File: src/design/slx_pkg.sv
// slx_pkg: types, constants and helper functions of the streaming source lexer
// used by the lexer front, the record queue, the emitter and the top level
// no dependencies
package slx_pkg;

  localparam int LINE_WIDTH  = 16;
  localparam int COUNT_WIDTH = 16;
  localparam int QDEPTH      = 4;
  localparam int QPTR_W      = $clog2(QDEPTH);

  typedef logic [LINE_WIDTH-1:0]  line_t;
  typedef logic [COUNT_WIDTH-1:0] cnt_t;
  typedef logic [QPTR_W-1:0]      qptr_t;
  typedef logic [QPTR_W:0]        qcnt_t;

  localparam line_t LINE_MAX = {LINE_WIDTH{1'b1}};
  localparam cnt_t  CNT_MAX  = {COUNT_WIDTH{1'b1}};

  typedef enum logic [2:0] {
    MODE_IDLE    = 3'd0,
    MODE_INT     = 3'd1,
    MODE_FLOAT   = 3'd2,
    MODE_IDENT   = 3'd3,
    MODE_STRING  = 3'd4,
    MODE_COMMENT = 3'd5
  } mode_t;

  // record kinds
  localparam logic [1:0] KIND_TEXT  = 2'd0;
  localparam logic [1:0] KIND_TOKEN = 2'd1;
  localparam logic [1:0] KIND_ERROR = 2'd2;
  localparam logic [1:0] KIND_END   = 2'd3;

  // token types
  localparam logic [3:0] TT_INT_LIT = 4'd0;
  localparam logic [3:0] TT_STR_LIT = 4'd1;
  localparam logic [3:0] TT_FLOAT   = 4'd2;
  localparam logic [3:0] TT_PLUS    = 4'd3;
  localparam logic [3:0] TT_EOF     = 4'd4;
  localparam logic [3:0] TT_INT_KW  = 4'd5;
  localparam logic [3:0] TT_EQUAL   = 4'd6;
  localparam logic [3:0] TT_IDENT   = 4'd7;
  localparam logic [3:0] TT_STR_KW  = 4'd8;
  localparam logic [3:0] TT_MUL     = 4'd9;
  localparam logic [3:0] TT_LPAREN  = 4'd10;
  localparam logic [3:0] TT_RPAREN  = 4'd11;
  localparam logic [3:0] TT_OVER_KW = 4'd12;
  localparam logic [3:0] TT_COMMA   = 4'd13;

  // error codes
  localparam logic [1:0] ERR_UNKNOWN   = 2'd0;
  localparam logic [1:0] ERR_UNTERM_ST = 2'd1;
  localparam logic [1:0] ERR_UNTERM_CM = 2'd2;

  // characters
  localparam logic [7:0] CH_NUL    = 8'h00;
  localparam logic [7:0] CH_NL     = 8'h0A;
  localparam logic [7:0] CH_DQUOTE = 8'h22;
  localparam logic [7:0] CH_DOLLAR = 8'h24;
  localparam logic [7:0] CH_LPAREN = 8'h28;
  localparam logic [7:0] CH_RPAREN = 8'h29;
  localparam logic [7:0] CH_STAR   = 8'h2A;
  localparam logic [7:0] CH_PLUS   = 8'h2B;
  localparam logic [7:0] CH_COMMA  = 8'h2C;
  localparam logic [7:0] CH_DOT    = 8'h2E;
  localparam logic [7:0] CH_EQ     = 8'h3D;
  localparam logic [7:0] CH_UNDER  = 8'h5F;

  // keyword slots in the candidate mask
  localparam logic [1:0] KW_INT  = 2'd0;
  localparam logic [1:0] KW_STR  = 2'd1;
  localparam logic [1:0] KW_OVER = 2'd2;
  localparam logic [2:0] KW_ALL  = 3'b111;
  localparam logic [2:0] KW_POS_MAX = 3'd7;

  typedef struct packed {
    logic [1:0]  kind;
    logic [3:0]  token_type;
    logic [7:0]  text_char;
    logic [1:0]  error_code;
    logic [15:0] line_number;
    logic [15:0] token_total;
    logic        failed;
  } rec_t;

  // one queue entry holds the one or two records of a source byte
  typedef struct packed {
    rec_t r0;
    rec_t r1;
    logic two;
  } entry_t;

  function automatic logic is_digit(input logic [7:0] c);
    return c inside {[8'h30:8'h39]};
  endfunction

  function automatic logic is_alpha(input logic [7:0] c);
    return c inside {[8'h41:8'h5A], [8'h61:8'h7A]};
  endfunction

  function automatic logic is_space(input logic [7:0] c);
    return c inside {8'h20, [8'h09:8'h0D]};
  endfunction

  function automatic logic [2:0] kw_len(input logic [1:0] k);
    logic [2:0] n;
    case (k)
      KW_INT:  n = 3'd3;
      KW_STR:  n = 3'd6;
      KW_OVER: n = 3'd4;
      default: n = 3'd0;
    endcase
    return n;
  endfunction

  function automatic logic [7:0] kw_char(input logic [1:0] k, input logic [2:0] pos);
    logic [7:0] c;
    c = CH_NUL;
    case (k)
      KW_INT: begin
        case (pos)
          3'd0:    c = "i";
          3'd1:    c = "n";
          3'd2:    c = "t";
          default: c = CH_NUL;
        endcase
      end
      KW_STR: begin
        case (pos)
          3'd0:    c = "s";
          3'd1:    c = "t";
          3'd2:    c = "r";
          3'd3:    c = "i";
          3'd4:    c = "n";
          3'd5:    c = "g";
          default: c = CH_NUL;
        endcase
      end
      KW_OVER: begin
        case (pos)
          3'd0:    c = "o";
          3'd1:    c = "v";
          3'd2:    c = "e";
          3'd3:    c = "r";
          default: c = CH_NUL;
        endcase
      end
      default: c = CH_NUL;
    endcase
    return c;
  endfunction

  // drop keyword candidates that do not match c at pos
  function automatic logic [2:0] kw_advance(input logic [2:0] pos, input logic [2:0] cand,
                                            input logic [7:0] c);
    logic [2:0] nc;
    nc = cand;
    for (int k = 0; k < 3; k++) begin
      if (pos >= kw_len(2'(k)) || kw_char(2'(k), pos) != c)
        nc[k] = 1'b0;
    end
    return nc;
  endfunction

  function automatic logic [3:0] ident_type(input logic [2:0] pos, input logic [2:0] cand);
    logic [3:0] t;
    if (cand[KW_INT] && pos == kw_len(KW_INT))
      t = TT_INT_KW;
    else if (cand[KW_STR] && pos == kw_len(KW_STR))
      t = TT_STR_KW;
    else if (cand[KW_OVER] && pos == kw_len(KW_OVER))
      t = TT_OVER_KW;
    else
      t = TT_IDENT;
    return t;
  endfunction

  function automatic rec_t mk_rec(input logic [1:0] kind, input logic [3:0] tt,
                                  input logic [7:0] c, input logic [1:0] code,
                                  input logic [15:0] line);
    rec_t r;
    r.kind        = kind;
    r.token_type  = tt;
    r.text_char   = c;
    r.error_code  = code;
    r.line_number = line;
    r.token_total = 16'd0;
    r.failed      = 1'b0;
    return r;
  endfunction

endpackage

File: src/design/slx_if.sv
// slx_if: valid/ready channel interfaces of the streaming source lexer
// source byte channel and result record channel; no dependencies
interface slx_in_if;
  logic       valid;
  logic       ready;
  logic [7:0] ch;

  modport source (output valid, output ch, input ready);
  modport sink (input valid, input ch, output ready);
endinterface

interface slx_out_if;
  logic        valid;
  logic        ready;
  logic [1:0]  kind;
  logic [3:0]  token_type;
  logic [7:0]  text_char;
  logic [1:0]  error_code;
  logic [15:0] line_number;
  logic [15:0] token_total;
  logic        failed;
  logic        last;

  modport source (output valid, output kind, output token_type, output text_char,
                  output error_code, output line_number, output token_total,
                  output failed, output last, input ready);
  modport sink (input valid, input kind, input token_type, input text_char,
                input error_code, input line_number, input token_total,
                input failed, input last, output ready);
endinterface

File: src/design/slx_front.sv
// slx_front: lexer front, classifies each source byte and updates lexer state
// builds the one or two records of the byte as a queue entry; uses slx_pkg
module slx_front (
  input  logic            clk,
  input  logic            rst_n,
  input  logic            in_valid,
  input  logic [7:0]      in_ch,
  output logic            in_ready,
  input  logic            q_full,
  output logic            push,
  output slx_pkg::entry_t push_entry
);

  slx_pkg::mode_t mode_r, mode_nxt;
  logic [2:0]     kw_pos_r, kw_pos_nxt;
  logic [2:0]     kw_cand_r, kw_cand_nxt;
  slx_pkg::line_t line_r, line_nxt;
  slx_pkg::cnt_t  cnt_r, cnt_nxt;
  logic           err_r, err_nxt;

  logic           a_vld, b_vld, go_idle, is_end;
  slx_pkg::rec_t  a_rec, b_rec;
  slx_pkg::cnt_t  cnt_a, tot;
  logic           err_a;
  logic [15:0]    line16;
  logic           accept;

  assign in_ready = !q_full;
  assign accept   = in_valid && in_ready;
  assign line16   = 16'(line_r);

  always_comb begin
    mode_nxt    = mode_r;
    kw_pos_nxt  = kw_pos_r;
    kw_cand_nxt = kw_cand_r;
    a_vld       = 1'b0;
    a_rec       = slx_pkg::mk_rec(slx_pkg::KIND_TEXT, slx_pkg::TT_INT_LIT, in_ch,
                                  slx_pkg::ERR_UNKNOWN, line16);
    b_vld       = 1'b0;
    b_rec       = a_rec;
    go_idle     = 1'b0;
    is_end      = 1'b0;
    tot         = cnt_r;

    // record from the current mode
    case (mode_r)
      slx_pkg::MODE_INT, slx_pkg::MODE_FLOAT: begin
        a_vld = 1'b1;
        if (slx_pkg::is_digit(in_ch) || in_ch == slx_pkg::CH_DOT) begin
          if (in_ch == slx_pkg::CH_DOT)
            mode_nxt = slx_pkg::MODE_FLOAT;
        end else begin
          a_rec = slx_pkg::mk_rec(slx_pkg::KIND_TOKEN,
                                  (mode_r == slx_pkg::MODE_FLOAT) ? slx_pkg::TT_FLOAT
                                                                  : slx_pkg::TT_INT_LIT,
                                  slx_pkg::CH_NUL, slx_pkg::ERR_UNKNOWN, line16);
          go_idle = 1'b1;
        end
      end
      slx_pkg::MODE_IDENT: begin
        a_vld = 1'b1;
        if (slx_pkg::is_alpha(in_ch) || slx_pkg::is_digit(in_ch) ||
            in_ch == slx_pkg::CH_UNDER) begin
          kw_cand_nxt = slx_pkg::kw_advance(kw_pos_r, kw_cand_r, in_ch);
          kw_pos_nxt  = (kw_pos_r == slx_pkg::KW_POS_MAX) ? kw_pos_r : kw_pos_r + 3'd1;
        end else begin
          a_rec = slx_pkg::mk_rec(slx_pkg::KIND_TOKEN,
                                  slx_pkg::ident_type(kw_pos_r, kw_cand_r),
                                  slx_pkg::CH_NUL, slx_pkg::ERR_UNKNOWN, line16);
          go_idle = 1'b1;
        end
      end
      slx_pkg::MODE_STRING: begin
        a_vld = 1'b1;
        if (in_ch == slx_pkg::CH_DQUOTE) begin
          a_rec = slx_pkg::mk_rec(slx_pkg::KIND_TOKEN, slx_pkg::TT_STR_LIT,
                                  slx_pkg::CH_NUL, slx_pkg::ERR_UNKNOWN, line16);
          mode_nxt = slx_pkg::MODE_IDLE;
        end else if (in_ch == slx_pkg::CH_NUL) begin
          a_rec = slx_pkg::mk_rec(slx_pkg::KIND_ERROR, slx_pkg::TT_INT_LIT,
                                  slx_pkg::CH_NUL, slx_pkg::ERR_UNTERM_ST, line16);
          is_end = 1'b1;
        end
      end
      slx_pkg::MODE_COMMENT: begin
        if (in_ch == slx_pkg::CH_DOLLAR) begin
          mode_nxt = slx_pkg::MODE_IDLE;
        end else if (in_ch == slx_pkg::CH_NUL) begin
          a_vld = 1'b1;
          a_rec = slx_pkg::mk_rec(slx_pkg::KIND_ERROR, slx_pkg::TT_INT_LIT,
                                  slx_pkg::CH_NUL, slx_pkg::ERR_UNTERM_CM, line16);
          is_end = 1'b1;
        end
      end
      default: go_idle = 1'b1;
    endcase

    cnt_a = (a_vld && a_rec.kind == slx_pkg::KIND_TOKEN && cnt_r != slx_pkg::CNT_MAX)
            ? cnt_r + slx_pkg::cnt_t'(1) : cnt_r;
    err_a = err_r || (a_vld && a_rec.kind == slx_pkg::KIND_ERROR);

    // byte lexed as if idle
    if (go_idle) begin
      mode_nxt = slx_pkg::MODE_IDLE;
      b_vld    = 1'b1;
      case (in_ch)
        slx_pkg::CH_NUL: is_end = 1'b1;
        slx_pkg::CH_STAR:
          b_rec = slx_pkg::mk_rec(slx_pkg::KIND_TOKEN, slx_pkg::TT_MUL, slx_pkg::CH_NUL,
                                  slx_pkg::ERR_UNKNOWN, line16);
        slx_pkg::CH_PLUS:
          b_rec = slx_pkg::mk_rec(slx_pkg::KIND_TOKEN, slx_pkg::TT_PLUS, slx_pkg::CH_NUL,
                                  slx_pkg::ERR_UNKNOWN, line16);
        slx_pkg::CH_EQ:
          b_rec = slx_pkg::mk_rec(slx_pkg::KIND_TOKEN, slx_pkg::TT_EQUAL, slx_pkg::CH_NUL,
                                  slx_pkg::ERR_UNKNOWN, line16);
        slx_pkg::CH_LPAREN:
          b_rec = slx_pkg::mk_rec(slx_pkg::KIND_TOKEN, slx_pkg::TT_LPAREN, slx_pkg::CH_NUL,
                                  slx_pkg::ERR_UNKNOWN, line16);
        slx_pkg::CH_RPAREN:
          b_rec = slx_pkg::mk_rec(slx_pkg::KIND_TOKEN, slx_pkg::TT_RPAREN, slx_pkg::CH_NUL,
                                  slx_pkg::ERR_UNKNOWN, line16);
        slx_pkg::CH_COMMA:
          b_rec = slx_pkg::mk_rec(slx_pkg::KIND_TOKEN, slx_pkg::TT_COMMA, slx_pkg::CH_NUL,
                                  slx_pkg::ERR_UNKNOWN, line16);
        slx_pkg::CH_DQUOTE: begin
          b_vld    = 1'b0;
          mode_nxt = slx_pkg::MODE_STRING;
        end
        slx_pkg::CH_DOLLAR: begin
          b_vld    = 1'b0;
          mode_nxt = slx_pkg::MODE_COMMENT;
        end
        default: begin
          if (slx_pkg::is_digit(in_ch)) begin
            mode_nxt = slx_pkg::MODE_INT;
          end else if (slx_pkg::is_alpha(in_ch)) begin
            mode_nxt    = slx_pkg::MODE_IDENT;
            kw_pos_nxt  = 3'd1;
            kw_cand_nxt = slx_pkg::kw_advance(3'd0, slx_pkg::KW_ALL, in_ch);
          end else if (!slx_pkg::is_space(in_ch)) begin
            b_rec = slx_pkg::mk_rec(slx_pkg::KIND_ERROR, slx_pkg::TT_INT_LIT, in_ch,
                                    slx_pkg::ERR_UNKNOWN, line16);
          end else begin
            b_vld = 1'b0;
          end
        end
      endcase
    end

    if (is_end) begin
      tot = (!err_a && cnt_a != slx_pkg::CNT_MAX) ? cnt_a + slx_pkg::cnt_t'(1) : cnt_a;
      b_vld = 1'b1;
      b_rec = slx_pkg::mk_rec(slx_pkg::KIND_END, slx_pkg::TT_EOF, slx_pkg::CH_NUL,
                              slx_pkg::ERR_UNKNOWN, line16);
      b_rec.token_total = 16'(tot);
      b_rec.failed      = err_a;
    end

    cnt_nxt = (b_vld && b_rec.kind == slx_pkg::KIND_TOKEN && cnt_a != slx_pkg::CNT_MAX)
              ? cnt_a + slx_pkg::cnt_t'(1) : cnt_a;
    err_nxt = err_a || (b_vld && b_rec.kind == slx_pkg::KIND_ERROR);
    line_nxt = (in_ch == slx_pkg::CH_NL && line_r != slx_pkg::LINE_MAX)
               ? line_r + slx_pkg::line_t'(1) : line_r;

    // end of input puts the lexer back to its reset state
    if (is_end) begin
      mode_nxt    = slx_pkg::MODE_IDLE;
      kw_pos_nxt  = 3'd0;
      kw_cand_nxt = slx_pkg::KW_ALL;
      line_nxt    = slx_pkg::line_t'(1);
      cnt_nxt     = '0;
      err_nxt     = 1'b0;
    end
  end

  assign push           = accept && (a_vld || b_vld);
  assign push_entry.two = a_vld && b_vld;
  assign push_entry.r0  = a_vld ? a_rec : b_rec;
  assign push_entry.r1  = b_rec;

  always_ff @(posedge clk) begin
    if (!rst_n) begin
      mode_r    <= slx_pkg::MODE_IDLE;
      kw_pos_r  <= 3'd0;
      kw_cand_r <= slx_pkg::KW_ALL;
      line_r    <= slx_pkg::line_t'(1);
      cnt_r     <= '0;
      err_r     <= 1'b0;
    end else if (accept) begin
      mode_r    <= mode_nxt;
      kw_pos_r  <= kw_pos_nxt;
      kw_cand_r <= kw_cand_nxt;
      line_r    <= line_nxt;
      cnt_r     <= cnt_nxt;
      err_r     <= err_nxt;
    end
  end

endmodule

File: src/design/slx_queue.sv
// slx_queue: short entry queue between lexer front and record emitter
// holds slx_pkg::entry_t items; uses slx_pkg
module slx_queue (
  input  logic            clk,
  input  logic            rst_n,
  input  logic            push,
  input  slx_pkg::entry_t push_entry,
  output logic            full,
  input  logic            pop,
  output logic            head_vld,
  output slx_pkg::entry_t head
);

  slx_pkg::entry_t mem [slx_pkg::QDEPTH];
  slx_pkg::qptr_t  wr_ptr_r, rd_ptr_r;
  slx_pkg::qcnt_t  count_r, count_nxt;
  logic            do_pop;

  assign full     = (count_r == slx_pkg::qcnt_t'(slx_pkg::QDEPTH));
  assign head_vld = (count_r != '0);
  assign head     = mem[rd_ptr_r];
  assign do_pop   = pop && head_vld;

  always_comb begin
    count_nxt = count_r;
    if (push && !do_pop)
      count_nxt = count_r + slx_pkg::qcnt_t'(1);
    else if (!push && do_pop)
      count_nxt = count_r - slx_pkg::qcnt_t'(1);
  end

  always_ff @(posedge clk) begin
    if (push)
      mem[wr_ptr_r] <= push_entry;
  end

  always_ff @(posedge clk) begin
    if (!rst_n) begin
      wr_ptr_r <= '0;
      rd_ptr_r <= '0;
      count_r  <= '0;
    end else begin
      if (push)
        wr_ptr_r <= wr_ptr_r + slx_pkg::qptr_t'(1);
      if (do_pop)
        rd_ptr_r <= rd_ptr_r + slx_pkg::qptr_t'(1);
      count_r <= count_nxt;
    end
  end

endmodule

File: src/design/slx_back.sv
// slx_back: record emitter, sends the records of each queue entry one per transfer
// through an output register and marks the last one; uses slx_pkg
module slx_back (
  input  logic            clk,
  input  logic            rst_n,
  input  logic            head_vld,
  input  slx_pkg::entry_t head,
  output logic            pop,
  output logic            out_valid,
  input  logic            out_ready,
  output slx_pkg::rec_t   out_rec,
  output logic            out_last
);

  logic          idx_r, idx_nxt;
  logic          valid_r, valid_nxt;
  slx_pkg::rec_t rec_r;
  logic          last_r;
  logic          load, sel_last;

  assign load     = head_vld && (!valid_r || out_ready);
  assign sel_last = idx_r || !head.two;
  assign pop      = load && sel_last;

  always_comb begin
    idx_nxt   = idx_r;
    valid_nxt = valid_r;
    if (load) begin
      valid_nxt = 1'b1;
      idx_nxt   = !sel_last;
    end else if (out_ready) begin
      valid_nxt = 1'b0;
    end
  end

  always_ff @(posedge clk) begin
    if (!rst_n) begin
      idx_r   <= 1'b0;
      valid_r <= 1'b0;
    end else begin
      idx_r   <= idx_nxt;
      valid_r <= valid_nxt;
    end
  end

  always_ff @(posedge clk) begin
    if (load) begin
      rec_r  <= idx_r ? head.r1 : head.r0;
      last_r <= sel_last;
    end
  end

  assign out_valid = valid_r;
  assign out_rec   = rec_r;
  assign out_last  = last_r;

endmodule

File: src/design/streaming_source_lexer.sv
// streaming_source_lexer: one source byte per transfer in, text/token/error/end records out
// path: a byte's records are written into the queue, then loaded into the output register,
//   from which they transfer out
// throughput: one byte per cycle into a 4-entry queue while it is not full; records leave one
//   per cycle while the sink is ready, so a byte with two records holds the output for both
// reset: synchronous active-low rst_n clears lexer state (line 1, counts 0) and queue
module streaming_source_lexer (
  input  logic             clk,
  input  logic             rst_n,
  slx_in_if.sink           in_chan,
  slx_out_if.source        out_chan
);

  logic            q_full, push, pop, head_vld;
  slx_pkg::entry_t push_entry, head;
  slx_pkg::rec_t   rec;

  slx_front u_front (
    .clk        (clk),
    .rst_n      (rst_n),
    .in_valid   (in_chan.valid),
    .in_ch      (in_chan.ch),
    .in_ready   (in_chan.ready),
    .q_full     (q_full),
    .push       (push),
    .push_entry (push_entry)
  );

  slx_queue u_queue (
    .clk        (clk),
    .rst_n      (rst_n),
    .push       (push),
    .push_entry (push_entry),
    .full       (q_full),
    .pop        (pop),
    .head_vld   (head_vld),
    .head       (head)
  );

  slx_back u_back (
    .clk       (clk),
    .rst_n     (rst_n),
    .head_vld  (head_vld),
    .head      (head),
    .pop       (pop),
    .out_valid (out_chan.valid),
    .out_ready (out_chan.ready),
    .out_rec   (rec),
    .out_last  (out_chan.last)
  );

  assign out_chan.kind        = rec.kind;
  assign out_chan.token_type  = rec.token_type;
  assign out_chan.text_char   = rec.text_char;
  assign out_chan.error_code  = rec.error_code;
  assign out_chan.line_number = rec.line_number;
  assign out_chan.token_total = rec.token_total;
  assign out_chan.failed      = rec.failed;

endmodule

File: src/flat_wrapper.sv
// flat-port wrapper written by rule: the top's interface ports become plain ports
module streaming_source_lexer_flat 
  (clk, rst_n, in_chan_valid, in_chan_ch, in_chan_ready, out_chan_valid, out_chan_kind, out_chan_token_type, out_chan_text_char, out_chan_error_code, out_chan_line_number, out_chan_token_total, out_chan_failed, out_chan_last, out_chan_ready);
  slx_in_if in_chan_i ();
  slx_out_if out_chan_i ();
  input  logic clk;
  input  logic rst_n;
  input wire logic [$bits(in_chan_i.valid)-1:0] in_chan_valid;
  input wire logic [$bits(in_chan_i.ch)-1:0] in_chan_ch;
  output wire logic [$bits(in_chan_i.ready)-1:0] in_chan_ready;
  output wire logic [$bits(out_chan_i.valid)-1:0] out_chan_valid;
  output wire logic [$bits(out_chan_i.kind)-1:0] out_chan_kind;
  output wire logic [$bits(out_chan_i.token_type)-1:0] out_chan_token_type;
  output wire logic [$bits(out_chan_i.text_char)-1:0] out_chan_text_char;
  output wire logic [$bits(out_chan_i.error_code)-1:0] out_chan_error_code;
  output wire logic [$bits(out_chan_i.line_number)-1:0] out_chan_line_number;
  output wire logic [$bits(out_chan_i.token_total)-1:0] out_chan_token_total;
  output wire logic [$bits(out_chan_i.failed)-1:0] out_chan_failed;
  output wire logic [$bits(out_chan_i.last)-1:0] out_chan_last;
  input wire logic [$bits(out_chan_i.ready)-1:0] out_chan_ready;
  assign in_chan_i.valid = in_chan_valid;
  assign in_chan_i.ch = in_chan_ch;
  assign in_chan_ready = in_chan_i.ready;
  assign out_chan_valid = out_chan_i.valid;
  assign out_chan_kind = out_chan_i.kind;
  assign out_chan_token_type = out_chan_i.token_type;
  assign out_chan_text_char = out_chan_i.text_char;
  assign out_chan_error_code = out_chan_i.error_code;
  assign out_chan_line_number = out_chan_i.line_number;
  assign out_chan_token_total = out_chan_i.token_total;
  assign out_chan_failed = out_chan_i.failed;
  assign out_chan_last = out_chan_i.last;
  assign out_chan_i.ready = out_chan_ready;
  streaming_source_lexer u_core (.clk(clk), .rst_n(rst_n), .in_chan(in_chan_i), .out_chan(out_chan_i));
endmodule
File: config.mk
export PLATFORM = sky130hd
export DESIGN_NAME = streaming_source_lexer_flat
export DESIGN_NICKNAME = d
export VERILOG_FILES = /design/src/design/slx_pkg.sv /design/src/design/slx_if.sv /design/src/design/slx_front.sv /design/src/design/slx_queue.sv /design/src/design/slx_back.sv /design/src/design/streaming_source_lexer.sv /design/src/flat_wrapper.sv
export SDC_FILE = /design/constraint.sdc
export NUM_CORES = 1
export LEC_CHECK = 0
export ABC_AREA = 1
export BUFFER_PORTS_ARGS = -buffer_cell sky130_fd_sc_hd__buf_2
export CAP_MARGIN = 20
export CORE_ASPECT_RATIO = 0.75
export CORE_UTILIZATION = 68
export DETAILED_ROUTE_END_ITERATION = 6
export GPL_TIMING_DRIVEN = 1
export PLACE_DENSITY = 0.86
export SYNTH_ARGS = -nofsm -noshare
export SYNTH_HDL_FRONTEND = slang
export SYNTH_HIERARCHICAL = 1
export SYNTH_SLANG_ARGS = --single-unit
File: constraint.sdc
create_clock -name clk -period 16.6 [get_ports clk]
set_input_delay 4.98 -clock clk [delete_from_list [all_inputs] [get_ports clk]]
set_output_delay 4.98 -clock clk [all_outputs]
set_load 0.05 [all_outputs]
==> impl_results.md <==
- Status: completed
- Met2 Use GR: roughly 53%
- P_int: around 0.0025 W
- Htree depth: 2
- Via density: slightly above 6
- #FFs+latches synth: 499
- Ports: 64
- Net Sw Frac: around two fifths
- Final hold vios: 0
- Core Area: around 32,000 sq um
- Post-CTS resize count: 0
- Comb power frac: approximately a third
- Worst skew pair latency: ~570 ps
- DRC viols: 0
- Routing usage on met3: about 4.8%
- Critical path class: in2reg
- Final wirelength: between 50,000 and 60,000 microns
- Clock transition at path regs: 60 ps
- NetSw: between 0.0015 and 0.002 W
- Mapped Area: about 22,000 sq um
- Starting Density: between 60% and 70%
- DRT iter0 DRCs: roughly 2,200
- R2R Setup Slk: roughly 13,000 ps
- Slowest-stage cell, CP: buf_4
- Share of power burned in registers: between 40% and 50%
- Fraction of layout instances using a drive strength above 1: around a tenth
- Met1 GRT Util: a little over two fifths
- # setup viols final: 0
- GRT Total Usage: 31.9%
- Peak Freq: ~110 MHz
- Congestion Overflow GR: 0
- CTS tree: yes
- Post-route clock period utilization: 53.9%
- TritonRoute pass-1 iters: 5
- Clock power frac: roughly a quarter
- Top-count cell post-synth: edfxtp_1
- Share of the yosys chip area belonging to registers: between 60% and 70%
- Clock buffer depth: 3
- First-pass GRT wire length: slightly above 80,000 microns
- CP Capture Type: flip-flop
- Top cell type's share of synthesized area: between 60% and 70%
- Crit path cell chain: buf_2, inv_2, nand3_1, nor2_1, inv_1, nor2_2, inv_1, nor2_1, nor2_1, nand2_1, nand2_1, inv_1, nand2_1, inv_4, buf_4
- Worst Reg-to-Reg Cells: 13
- Worst Path Required: 16,780 ps
- Hold path depth: 2
- Power Dens Cells: between 150 and 200 nW/um^2
- Die Wd: between 200 and 250 microns
- DP HPWL: around 31,000 microns
- Die area: 33,300 sq um
- Critical path arrival: 9130 ps
- Main synth FF type: edfxtp_1
- Post-synth EDFFs: 446
- Sum of negative setup slack: 0 ps
- Worst vdd rail ir drop: approximately 0.16 mV
- Root buffer cell: clkbuf_16
- Area Growth Syn to Fin: 7.84%
- Num Clock Sinks: approximately 500
- Area leader, netlist: edfxtp_1
- Slew headroom: a little over a quarter
- Largest net degree at the start of global routing: roughly 130
- Synth area leaders: edfxtp_1, nand2_1, nor2_1, dfxtp_1, o21ai_0
- Netlist cell types: 53
- Slowest cell delay on critical path: roughly 800 ps
- Vias: around 16,000
- Gp weighted congestion: approximately 0.96
- CP Max Fanout: 57
- CTS Buf Count: between 40 and 50
- Least-Margin Pin Slew: about 1100 ps
- Fin. max-slew vios: 0
- Synth Area per Inst: approximately 11 sq um
- Setup Fix Bufs, Post-CTS: 0
- Remaining antenna violation count: 0
- Startpoint Class: input port
- Row cnt: 56
- Die H: roughly 160 microns
- Gate count of the mapped netlist: about 2,100
- Leak Pwr: around 9.2 nW
- Grt peak-use layer: met2
- Antenna fix cells: 0
- RSZ-0062 raised after global routing: no
- Vias in the first global route: 15,391
- FILL cells: 2,046
- Final #Nets: about 2,100
- Max_cap viols: 0
- Initial antenna violation count: 0
- Hold Buf Count CTS: 0
- Wirelength per Cell: between 20 and 25 microns
- Fin crit period: slightly below 9000 ps
- Port bufs: 63
- Final Skew: approximately 17 ps
- Synth warn: 6
- Synth top cells by count: edfxtp_1, nand2_1, nor2_1, o21ai_0, inv_1
- Worst min path class: reg2reg
- Async set-reset flop share out of synthesis: 0%
- Post-Route Utilization: between 70 and 80%
[state kept, by name, indices dropped and copies added (netlist names), named ones only]
| signal | count |
|---|---|
| u_core/u_queue/mem | 396 |
| u_core/u_front/kw_cand_r | 3 |
| u_core/u_queue/rd_ptr_r | 2 |
| u_core/u_queue/wr_ptr_r | 2 |
| u_core/u_front/line16 | 16 |
| u_core/u_back/out_valid | 1 |
| u_core/u_front/mode_r | 3 |
| u_core/u_back/out_last | 1 |
| u_core/u_back/out_rec | 49 |
| u_core/u_front/cnt_r | 16 |
| u_core/u_front/err_r | 1 |
| u_core/u_queue/count_r | 3 |
| u_core/u_back/idx_r | 1 |
| u_core/u_front/kw_pos_r | 3 |
[power groups by stage]
stage	Combinational, W	Clock [W]	Sequential, W
2_1_floorplan	0.000763	0	0.00196
3_3_place_gp	0.00125	0	0.00172
3_5_place_dp	0.00128	0	0.00173
4_1_cts	0.00131	0.00106	0.00171
5_1_grt	0.00143	0.00111	0.00173
6_report	0.00132	0.00105	0.00171
[cells by family after synthesis]
family / count (synthesis) / synth area share [%]
AOI/OAI and AO/OA: 418 / 10.3
xor gates and xnor gates: 25 / 0.988
adders and majority gates: 13 / 0.768
buffers and inverters: 255 / 5.71
DFF: 499 / 65.2
other: 1 / 0.0169
and+or+nand+nor: 885 / 17.0
[per-stage QoR]
stage | total power [W] | cell area (sq um) | hold slack [ps] | std cells | worst slack [ps]
4_1_cts | 0.00407 | 23900 | 486 | 2575 | 7770
3_5_place_dp | 0.00301 | 22400 | 477 | 2491 | 7220
6_report | 0.00408 | 23900 | 489 | 2575 | 7650
5_1_grt | 0.00426 | 23900 | 511 | 2575 | 7340
2_1_floorplan | 0.00272 | 22200 | 441 | 2097 | 7570
3_3_place_gp | 0.00297 | 22400 | 450 | 2491 | 7310
[worst max-delay path, delay by kind of cell]
| kind | cells | cell delay [ps] |
|---|---|---|
| buffers and inverters | 7 | 2380 |
| and+or+nand+nor | 8 | 1660 |
[layout make-up]
cell class	count	area, sq um	share of cell area [%]
well taps	435	544	2.28
inverters	137	539	2.26
repair buffers	77	420	1.76
clock buffers	54	1220	5.11
clock inverters	30	267	1.11
multi-input cells	1343	6450	27.0
flip-flops and latches	499	14500	60.5
[cell usage in the layout (no fill, tap or decap), drive strengths merged, types with 2 or more instances in the layout]
cell,instances
nor4,4
clkbuf,54
or2,2
nand2,440
nand3,71
edfxtp,446
clkinv,23
o31ai,7
o22ai,100
nand3b,8
o221ai,2
ha,12
a211oi,3
bufinv,4
inv,138
nor2,313
nor3,34
a21oi,61
dfxtp,53
o21ai,234
buf,77
nand4,12
conb,2
a31oi,2
clkinvlp,2
xor2,24
[per-layer routing]
metal / wire [microns] / up-vias
met3: 5310 / 113
met5: 0 / -
met1: 21000 / 7606
met2: 24800 / 972
li1: - / 7274
met4: 1250 / 0
[path summary, 6_finish.rpt]
check	start	endpoint
max	in_chan_ch[4]	u_core/u_queue/mem[0][61]$_DFFE_PP_
min	u_core/u_front/err_r$_SDFFE_PN0P_	u_core/u_front/err_r$_SDFFE_PN0P_
max reg2reg	u_core/u_front/mode_r[0]$_SDFFE_PN0P_	u_core/u_queue/mem[0][61]$_DFFE_PP_
min reg2reg	u_core/u_front/err_r$_SDFFE_PN0P_	u_core/u_front/err_r$_SDFFE_PN0P_
No activity file was read; power rests on OpenSTA's default activity.
